==> src/design/assert_macros.svh <==
// ---------------------------------------------------------------------------
// Assertion macros
// Shared concurrent assertion forms for the design files.
// ---------------------------------------------------------------------------
`ifndef ASSERT_MACROS_SVH
`define ASSERT_MACROS_SVH
`ifndef SYNTHESIS
`define ASSERT_ALWAYS(label, clk, rst_n, prop, msg) \
    label: assert property (@(posedge clk) disable iff (!rst_n) (prop)) else $error(msg);
`define ASSERT_NEXT(label, clk, rst_n, ante, cons, msg) \
    label: assert property (@(posedge clk) disable iff (!rst_n) (ante) |=> (cons)) \
        else $error(msg);
`else
`define ASSERT_ALWAYS(label, clk, rst_n, prop, msg)
`define ASSERT_NEXT(label, clk, rst_n, ante, cons, msg)
`endif
`endif

==> src/design/gchm_pkg.sv <==
// ---------------------------------------------------------------------------
// Gate counter package
// Widths, limits, register indexes, mode codes and the setting clamp of the gate counter.
// ---------------------------------------------------------------------------
package gchm_pkg;

    localparam int GATE_W     = 15;
    localparam int SET_W      = 5;
    localparam int COUNT_W    = 13;
    localparam int MAG_W      = 12;
    localparam int PULSE_W    = 16;
    localparam int MODE_W     = 3;
    localparam int CFG_IDX_W  = 1;
    localparam int CFG_DATA_W = 16;
    localparam int STEP_W     = 4;

    localparam logic signed [GATE_W-1:0]  GATE_THRESH = 15'sd1000;
    localparam logic signed [COUNT_W-1:0] COUNT_LIMIT = 13'sd2520;
    localparam logic [PULSE_W-1:0]        PULSE_RESET = 16'd3840;
    localparam logic [SET_W-1:0]          SET_MIN     = 5'd1;
    localparam logic [SET_W-1:0]          SET_MAX     = 5'd16;
    localparam logic [STEP_W-1:0]         LAST_STEP   = 4'(MAG_W - 1);

    localparam logic [CFG_IDX_W-1:0] REG_MODE        = 1'd0;
    localparam logic [CFG_IDX_W-1:0] REG_PULSE_TICKS = 1'd1;

    localparam logic [MODE_W-1:0] MODE_HOLD        = 3'd0;
    localparam logic [MODE_W-1:0] MODE_AUTO_RESET  = 3'd1;
    localparam logic [MODE_W-1:0] MODE_LATCH       = 3'd2;
    localparam logic [MODE_W-1:0] MODE_TRIGGER     = 3'd3;
    localparam logic [MODE_W-1:0] MODE_AUTO_TRIG   = 3'd4;
    localparam logic [MODE_W-1:0] MODE_NOT_WINDOW  = 3'd5;
    localparam logic [MODE_W-1:0] MODE_AUTO_NOTWIN = 3'd6;

    function automatic logic [SET_W-1:0] clamp_setting(input logic [SET_W-1:0] v);
        logic [SET_W-1:0] r;
        r = v;
        if (v < SET_MIN) r = SET_MIN;
        else if (v > SET_MAX) r = SET_MAX;
        return r;
    endfunction

endpackage

==> src/design/gate_counter_hold_modes_core.sv <==
// ---------------------------------------------------------------------------
// Gate counter with hold modes
// One channel of a gate counter with window, latch and trigger output modes.
// ---------------------------------------------------------------------------
// Each beat is one gate sample. After a beat is accepted the block does edge
// detection and counting, then a bit-serial remainder of the count magnitude by
// the held target (one shared subtract and compare step per cycle), then forms
// the output, waiting while an earlier result is still stalled there. A new
// beat is taken only after the result is formed and the block is idle again.
// The input is not stalled while a finished result waits at the output.
// Configuration writes are taken only while no beat is in progress, and the
// input is held off while a configuration write is offered.
`include "assert_macros.svh"

module gate_counter_hold_modes_core (
    input  logic                                  clk,
    input  logic                                  rst_n,
    input  logic                                  in_valid,
    output logic                                  in_stall,
    input  logic signed [gchm_pkg::GATE_W-1:0]    gate_level,
    input  logic                                  reset_pulse,
    input  logic [gchm_pkg::SET_W-1:0]            target_count,
    input  logic [gchm_pkg::SET_W-1:0]            hold_count,
    output logic                                  out_valid,
    input  logic                                  out_stall,
    output logic                                  output_high,
    output logic                                  hit_seen,
    output logic signed [gchm_pkg::COUNT_W-1:0]   count_now,
    input  logic                                  cfg_valid,
    output logic                                  cfg_ready,
    input  logic [gchm_pkg::CFG_IDX_W-1:0]        cfg_index,
    input  logic [gchm_pkg::CFG_DATA_W-1:0]       cfg_data
);
    import gchm_pkg::*;

    typedef enum logic [1:0] {S_IDLE, S_PREP, S_DIV, S_FIN} state_t;

    state_t                      state_reg;
    logic [MODE_W-1:0]           mode_reg;
    logic [PULSE_W-1:0]          pulse_ticks_reg;
    logic                        prev_gate_reg;
    logic signed [COUNT_W-1:0]   count_reg;
    logic [SET_W-1:0]            held_t_reg;
    logic [SET_W-1:0]            held_w_reg;
    logic [PULSE_W-1:0]          pulse_reg;
    logic signed [GATE_W-1:0]    gate_reg;
    logic                        rst_in_reg;
    logic [SET_W-1:0]            tgt_in_reg;
    logic [SET_W-1:0]            hold_in_reg;
    logic                        hit_reg;
    logic [MAG_W-1:0]            mag_reg;
    logic [SET_W-1:0]            rem_reg;
    logic [STEP_W-1:0]           step_reg;
    logic                        out_valid_reg;
    logic                        out_high_reg;
    logic                        out_hit_reg;
    logic signed [COUNT_W-1:0]   out_count_reg;

    logic                        in_accept;
    logic                        out_blocked;
    logic                        gate_on;
    logic                        hit_now;
    logic signed [COUNT_W-1:0]   count_a;
    logic signed [COUNT_W-1:0]   count_b;
    logic signed [COUNT_W-1:0]   count_next;
    logic [COUNT_W-1:0]          count_abs;
    logic [PULSE_W-1:0]          pulse_dec;
    logic [SET_W-1:0]            rem_shift;
    logic [SET_W-1:0]            rem_next;
    logic signed [COUNT_W:0]     c_ext;
    logic signed [COUNT_W:0]     t_ext;
    logic signed [COUNT_W:0]     tw_ext;
    logic                        reload;
    logic                        out_high_next;
    logic signed [COUNT_W-1:0]   count_fin;
    logic [PULSE_W-1:0]          pulse_reloaded;
    logic [PULSE_W-1:0]          pulse_fin;

    assign in_stall    = (state_reg != S_IDLE) || cfg_valid;
    assign in_accept   = in_valid && !in_stall;
    assign out_blocked = out_valid_reg && out_stall;
    assign cfg_ready   = (state_reg == S_IDLE);

    assign out_valid   = out_valid_reg;
    assign output_high = out_high_reg;
    assign hit_seen    = out_hit_reg;
    assign count_now   = out_count_reg;

    always_comb
    begin
        gate_on = (gate_reg >= GATE_THRESH);
        hit_now = gate_on && !prev_gate_reg;
        if (rst_in_reg)
        begin
            count_a = (gate_reg > GATE_THRESH) ? '0 : '1;
        end
        else
        begin
            count_a = count_reg;
        end
        count_b    = count_a + $signed({{(COUNT_W-1){1'b0}}, hit_now});
        count_next = (count_b > COUNT_LIMIT) ? COUNT_LIMIT : count_b;
        count_abs  = count_next[COUNT_W-1] ? -count_next : count_next;
        pulse_dec  = (pulse_reg != '0) ? pulse_reg - PULSE_W'(1) : pulse_reg;
    end

    always_comb
    begin
        rem_shift = {rem_reg[SET_W-2:0], mag_reg[MAG_W-1]};
        rem_next  = (rem_shift >= held_t_reg) ? rem_shift - held_t_reg : rem_shift;
    end

    always_comb
    begin
        c_ext          = {count_reg[COUNT_W-1], count_reg};
        t_ext          = $signed({{(COUNT_W+1-SET_W){1'b0}}, held_t_reg});
        tw_ext         = t_ext + $signed({{(COUNT_W+1-SET_W){1'b0}}, held_w_reg});
        reload         = 1'b0;
        out_high_next  = 1'b0;
        count_fin      = count_reg;
        case (mode_reg)
            MODE_HOLD:
            begin
                out_high_next = (c_ext >= t_ext) && (c_ext <= tw_ext);
            end
            MODE_AUTO_RESET:
            begin
                out_high_next = (c_ext >= t_ext);
                if (c_ext >= tw_ext) count_fin = '0;
            end
            MODE_LATCH:
            begin
                out_high_next = (c_ext >= t_ext);
            end
            MODE_TRIGGER:
            begin
                reload = (c_ext == t_ext);
            end
            MODE_AUTO_TRIG:
            begin
                reload = (count_reg != '0) && (rem_reg == '0);
            end
            MODE_NOT_WINDOW:
            begin
                out_high_next = (c_ext < t_ext) || (c_ext > tw_ext);
            end
            MODE_AUTO_NOTWIN:
            begin
                out_high_next = (c_ext < t_ext) || (c_ext > tw_ext);
                if (c_ext >= tw_ext) count_fin = '0;
            end
            default:
            begin
                out_high_next = 1'b0;
            end
        endcase
        pulse_reloaded = (pulse_ticks_reg > pulse_reg) ? pulse_ticks_reg : pulse_reg;
        pulse_fin      = reload ? pulse_reloaded : pulse_reg;
        if (mode_reg == MODE_TRIGGER || mode_reg == MODE_AUTO_TRIG)
        begin
            out_high_next = (pulse_fin != '0);
        end
    end

    always_ff @(posedge clk or negedge rst_n)
    begin
        if (!rst_n)
        begin
            state_reg       <= S_IDLE;
            mode_reg        <= MODE_HOLD;
            pulse_ticks_reg <= PULSE_RESET;
            prev_gate_reg   <= 1'b0;
            count_reg       <= '1;
            held_t_reg      <= SET_MIN;
            held_w_reg      <= SET_MIN;
            pulse_reg       <= '0;
            step_reg        <= '0;
            out_valid_reg   <= 1'b0;
        end
        else
        begin
            if (cfg_valid && cfg_ready)
            begin
                unique case (cfg_index)
                    REG_MODE:        mode_reg        <= cfg_data[MODE_W-1:0];
                    REG_PULSE_TICKS: pulse_ticks_reg <= cfg_data[PULSE_W-1:0];
                    default:         mode_reg        <= mode_reg;
                endcase
            end

            if (out_valid_reg && !out_stall && (state_reg != S_FIN))
            begin
                out_valid_reg <= 1'b0;
            end

            unique case (state_reg)
                S_IDLE:
                begin
                    if (in_accept)
                    begin
                        gate_reg    <= gate_level;
                        rst_in_reg  <= reset_pulse;
                        tgt_in_reg  <= target_count;
                        hold_in_reg <= hold_count;
                        state_reg   <= S_PREP;
                    end
                end
                S_PREP:
                begin
                    if (rst_in_reg)
                    begin
                        held_t_reg <= clamp_setting(tgt_in_reg);
                        held_w_reg <= clamp_setting(hold_in_reg);
                    end
                    prev_gate_reg <= gate_on;
                    hit_reg       <= hit_now;
                    count_reg     <= count_next;
                    pulse_reg     <= pulse_dec;
                    mag_reg       <= count_abs[MAG_W-1:0];
                    rem_reg       <= '0;
                    step_reg      <= '0;
                    state_reg     <= S_DIV;
                end
                S_DIV:
                begin
                    rem_reg  <= rem_next;
                    mag_reg  <= {mag_reg[MAG_W-2:0], 1'b0};
                    if (step_reg == LAST_STEP)
                    begin
                        step_reg  <= '0;
                        state_reg <= S_FIN;
                    end
                    else
                    begin
                        step_reg <= step_reg + STEP_W'(1);
                    end
                end
                S_FIN:
                begin
                    if (!out_blocked)
                    begin
                        count_reg     <= count_fin;
                        pulse_reg     <= pulse_fin;
                        if ((hit_reg && !out_high_next) || count_fin == '0)
                        begin
                            held_t_reg <= clamp_setting(tgt_in_reg);
                            held_w_reg <= clamp_setting(hold_in_reg);
                        end
                        out_valid_reg <= 1'b1;
                        out_high_reg  <= out_high_next;
                        out_hit_reg   <= hit_reg;
                        out_count_reg <= count_fin;
                        state_reg     <= S_IDLE;
                    end
                end
                default:
                begin
                    state_reg <= S_IDLE;
                end
            endcase
        end
    end

    `ASSERT_ALWAYS(a_count_range, clk, rst_n, (count_reg >= -13'sd1) && (count_reg <= COUNT_LIMIT), "edge count left its range")
    `ASSERT_ALWAYS(a_held_range, clk, rst_n, (held_t_reg >= SET_MIN) && (held_t_reg <= SET_MAX) && (held_w_reg >= SET_MIN) && (held_w_reg <= SET_MAX), "held setting left 1 to 16")
    `ASSERT_NEXT(a_accept_starts, clk, rst_n, in_accept, state_reg == S_PREP, "accepted beat did not start work")
    `ASSERT_NEXT(a_div_steps, clk, rst_n, (state_reg == S_DIV) && (step_reg != LAST_STEP), state_reg == S_DIV, "remainder sequence ended early")

endmodule
==> config.mk <==
export PLATFORM = sky130hd
export DESIGN_NAME = gate_counter_hold_modes_core
export DESIGN_NICKNAME = d
export VERILOG_FILES = /design/src/design/gchm_pkg.sv /design/src/design/gate_counter_hold_modes_core.sv
export VERILOG_INCLUDE_DIRS = /design/src /design/src/design
export SDC_FILE = /design/constraint.sdc
export NUM_CORES = 1
export LEC_CHECK = 0
export BUFFER_PORTS_ARGS = -buffer_cell sky130_fd_sc_hd__buf_2
export CORE_MARGIN = 1.5
export CORE_UTILIZATION = 55
export CTS_CLUSTER_SIZE = 12
export DETAILED_ROUTE_END_ITERATION = 10
export GPL_TIMING_DRIVEN = 1
export PLACE_DENSITY = 0.72
export SYNTH_ARGS = -nofsm -noshare
export SYNTH_HDL_FRONTEND = slang
export SYNTH_SLANG_ARGS = --single-unit
==> constraint.sdc <==
create_clock -name clk -period 10.2 [get_ports clk]
set_input_delay 0 -clock clk [delete_from_list [all_inputs] [get_ports clk]]
set_output_delay 0 -clock clk [all_outputs]
set_load 0.02 [all_outputs]
==> impl_metrics.json <==
{
  "power_density_nw_per_um2": 316,
  "irDropWorstVdd_mv": 0.184,
  "cts_buffers": 17,
  "cp.required_ns": 10.35,
  "path_depth": 19,
  "drt_iter0_drc": 483,
  "syn_avg_cell_area_sq_um": 10.2,
  "crit_chain": "nor4_1 -> nand3b_1 -> nand2_1 -> a21oi_1 -> a21oi_1 -> ha_1 -> ha_1 -> nand4b_1 -> nor4_1 -> xnor2_1 -> o221ai_2 -> nor4_2 -> a21boi_2 -> nand2_1 -> ha_1 -> nand2_1 -> nor4_1 -> mux2i_1 -> o311ai_0",
  "ioPinCount": 66,
  "antenna_found_initial": 0,
  "synth_edf_count": 59,
  "drv_slew": 0,
  "cts_max_level": 4,
  "drt_pre_antenna_iters": 5,
  "start_util": 0.568,
  "grt_first_pass_wirelength_microns": 31600,
  "syn_area_sq_um": 7580,
  "via_per_inst": 6.06,
  "post_cts_buffers": 0,
  "drc": 0,
  "period_needed_ns": 5.53,
  "ant_nets": 0,
  "period_share": 0.542,
  "worstSetupPathType": "register to register",
  "max_slew_margin": 0.201,
  "cts_tree": "done",
  "synth_ff_type": "edfxtp_1",
  "cts.hold.buffers_added": 44,
  "rsz0062_at_grt": "no",
  "clkSinkCount": 125,
  "synth_cell_type_count": 72,
  "root_buffer": "clkbuf_16",
  "critPathMaxStageDelay_ns": 0.56,
  "wl_per_cell_microns": 18.6,
  "yosys_warnings": 0,
  "cts.path.max_buffers": 2,
  "die_w_microns": 120,
  "track_usage": 0.281,
  "die_y_microns": 120,
  "end_kind": "register",
  "r2r_cells": 19,
  "routed-wl-met3_microns": 987,
  "route.met2.wl_microns": 9300,
  "status": "finished clean",
  "whs_path_depth": 3,
  "stdcell_count": 1032,
  "post_cts_resized": 0,
  "crit_buf_inv": 0,
  "max-cap-violations": 0,
  "core_sq_um": 13300,
  "antennaDiodeCount": 0,
  "top_layer": "met4",
  "clk_pin_slew_ns": 0.06,
  "cpLargestDelayFamily": "simple AND/OR/NAND/NOR gates",
  "worstPathMaxFanout": 14,
  "grt_pass1_vias": 6260,
  "overflow": 0,
  "die_area_sq_um": 14500,
  "synth_cells": 741,
  "syn2layout_area_growth_pct": 19.9,
  "dp.cells": 956,
  "syn_nets": 837,
  "startpoint_type": "register",
  "fillers": 1041,
  "hold_violations": 0,
  "wirelength_microns": 19200,
  "synth-seq-cells": 125,
  "finalNetCount": 939,
  "worst_slew_pin_slew_ns": 1.19,
  "crit_arrival_ns": 5.68,
  "portBuffers": 65,
  "synthArstFlopShare": 0.528,
  "drt-met1-wl_microns": 8300,
  "num_rows": 42,
  "setup_violations": 0,
  "vias": 6259,
  "synth_seq_area_share": 0.455,
  "tns_ns": 0,
  "hp-class": "input pin to register",
  "grt_max_degree": 43,
  "max_freq_ghz": 0.181,
  "drive_above_1_share": 0.201,
  "gp_congestion": 0.909,
  "cp_slowest_cell": "ha_1",
  "insertion_delay_ns": 0.42,
  "leakage_nw": 3.72,
  "dpl.hpwl_microns": 13200,
  "skew_ns": 0.00633
}
## worst reg2reg max path, cell delays in order, from the launching register on
cell      delay (ns)
edfxtp_1        0.46
nor4_1          0.30
nand3b_1        0.25
nand2_1         0.14
a21oi_1         0.10
a21oi_1         0.17
ha_1            0.40
ha_1            0.57
nand4b_1        0.20
nor4_1          0.34
xnor2_1         0.22
o221ai_2        0.29
nor4_2          0.47
a21boi_2        0.23
nand2_1         0.17
ha_1            0.22
nand2_1         0.10
nor4_1          0.30
mux2i_1         0.22
o311ai_0        0.13
## logic make-up (layout without fill, tap and decap cells)
family,count (synthesis),count (layout),share of synthesized area
AO/OA/AOI/OAI,190,190,0.174
XOR/XNOR,17,17,0.0196
adder cells (fa/ha/maj),48,48,0.0812
buffers and inverters,76,191,0.0386
flip-flops,125,125,0.455
multiplexers,39,39,0.0592
AND/OR/NAND/NOR,246,246,0.172
## final timing paths
kind                       slack (ns)         start                  to
max in group asynchronous        9.00         rst_n       pulse_reg[15]
min                              0.10     cfg_index         mode_reg[1]
max                              4.67  gate_reg[14]         mag_reg[10]
max reg2reg                      4.67  gate_reg[14]         mag_reg[10]
min in group asynchronous        0.16         rst_n  pulse_ticks_reg[3]
min reg2reg                      0.50       hit_reg            hit_seen
## layer usage
layer  GRT usage  vias up
li1            -     2995
met1       0.358     3002
met2       0.464      220
met3      0.0656       42
met4       0.113        0
met5           0        -
## where the power goes
part           leakage (nW)  switching (mW)  internal [mW]
sequential             1.32           0.202          0.759
clock                 0.285           0.235          0.387
combinational          2.11           0.728          0.567
total                  3.72            1.16           1.71
## layout by cell type, fill, tap and decap left out, types with 13 or more instances in the layout
cell type       n
a21oi_1        44
nor4_1         14
and2_1         14
xnor2_1        13
nor2_1         40
clkbuf_16      17
dlygate4sd3_1  44
buf_2          65
dfrtp_1        47
o22ai_1        17
ha_1           46
nand3_1        31
dfstp_2        19
o21ai_0        35
nand2_1        54
inv_1          43
nor3_1         19
mux2_2         23
edfxtp_1       59
## cells in the mapped netlist (4+ instances only)
cell type,instances,share of area
nand4_1,9,0.0074
or3_1,6,0.0050
a22o_1,10,0.012
a21oi_1,44,0.029
a221o_1,4,0.0053
o21ai_0,35,0.023
nand3b_1,7,0.0069
xnor2_1,13,0.015
o21a_1,5,0.0050
o22ai_1,17,0.014
edfxtp_1,59,0.23
o221ai_1,5,0.0058
nor3b_1,5,0.0050
nand3_1,31,0.020
nor3_1,19,0.013
buf_2,6,0.0040
a31oi_1,6,0.0050
o221a_2,5,0.0074
a21o_1,10,0.0099
dfrtp_1,47,0.16
nand4b_1,4,0.0046
xor2_1,4,0.0046
and3_1,8,0.0066
nor4_1,14,0.012
nor2b_1,10,0.0083
mux2i_1,10,0.013
clkbuf_1,26,0.013
a21boi_0,4,0.0040
dfstp_2,19,0.066
nand2_1,54,0.027
o31ai_1,6,0.0059
mux2_2,23,0.034
nand2b_1,9,0.0074
inv_1,43,0.021
o21ai_1,4,0.0026
ha_1,46,0.076
and2_1,14,0.012
mux2_4,6,0.012
nor2_1,41,0.020
a32o_1,4,0.0053
## layout make-up
class | count | area [sq um] | area share
Tap cell | 176 | 220 | 0.0242
Clock buffer | 20 | 437 | 0.0480
Clock inverter | 12 | 163 | 0.0179
Multi-Input combinational cell | 540 | 3840 | 0.423
Sequential cell | 125 | 3450 | 0.379
Inverter | 43 | 161 | 0.0178
Timing Repair Buffer | 116 | 818 | 0.0900
## per-stage QoR
stage	utilization	setup slack (ns)	hold slack [ns]	instance area (sq um)	total power, mW
after floorplan	-	5.93	-0.296	7580	1.89
after global placement	0.603	5.05	0.0573	8050	2.17
after detailed placement	0.603	4.77	0.0757	8050	2.22
after CTS	0.681	4.76	0.0873	9090	2.87
after global routing	0.681	3.95	0.112	9090	3.09
final	0.681	4.67	0.105	9090	2.88
Power figures use the tool's default switching activity.
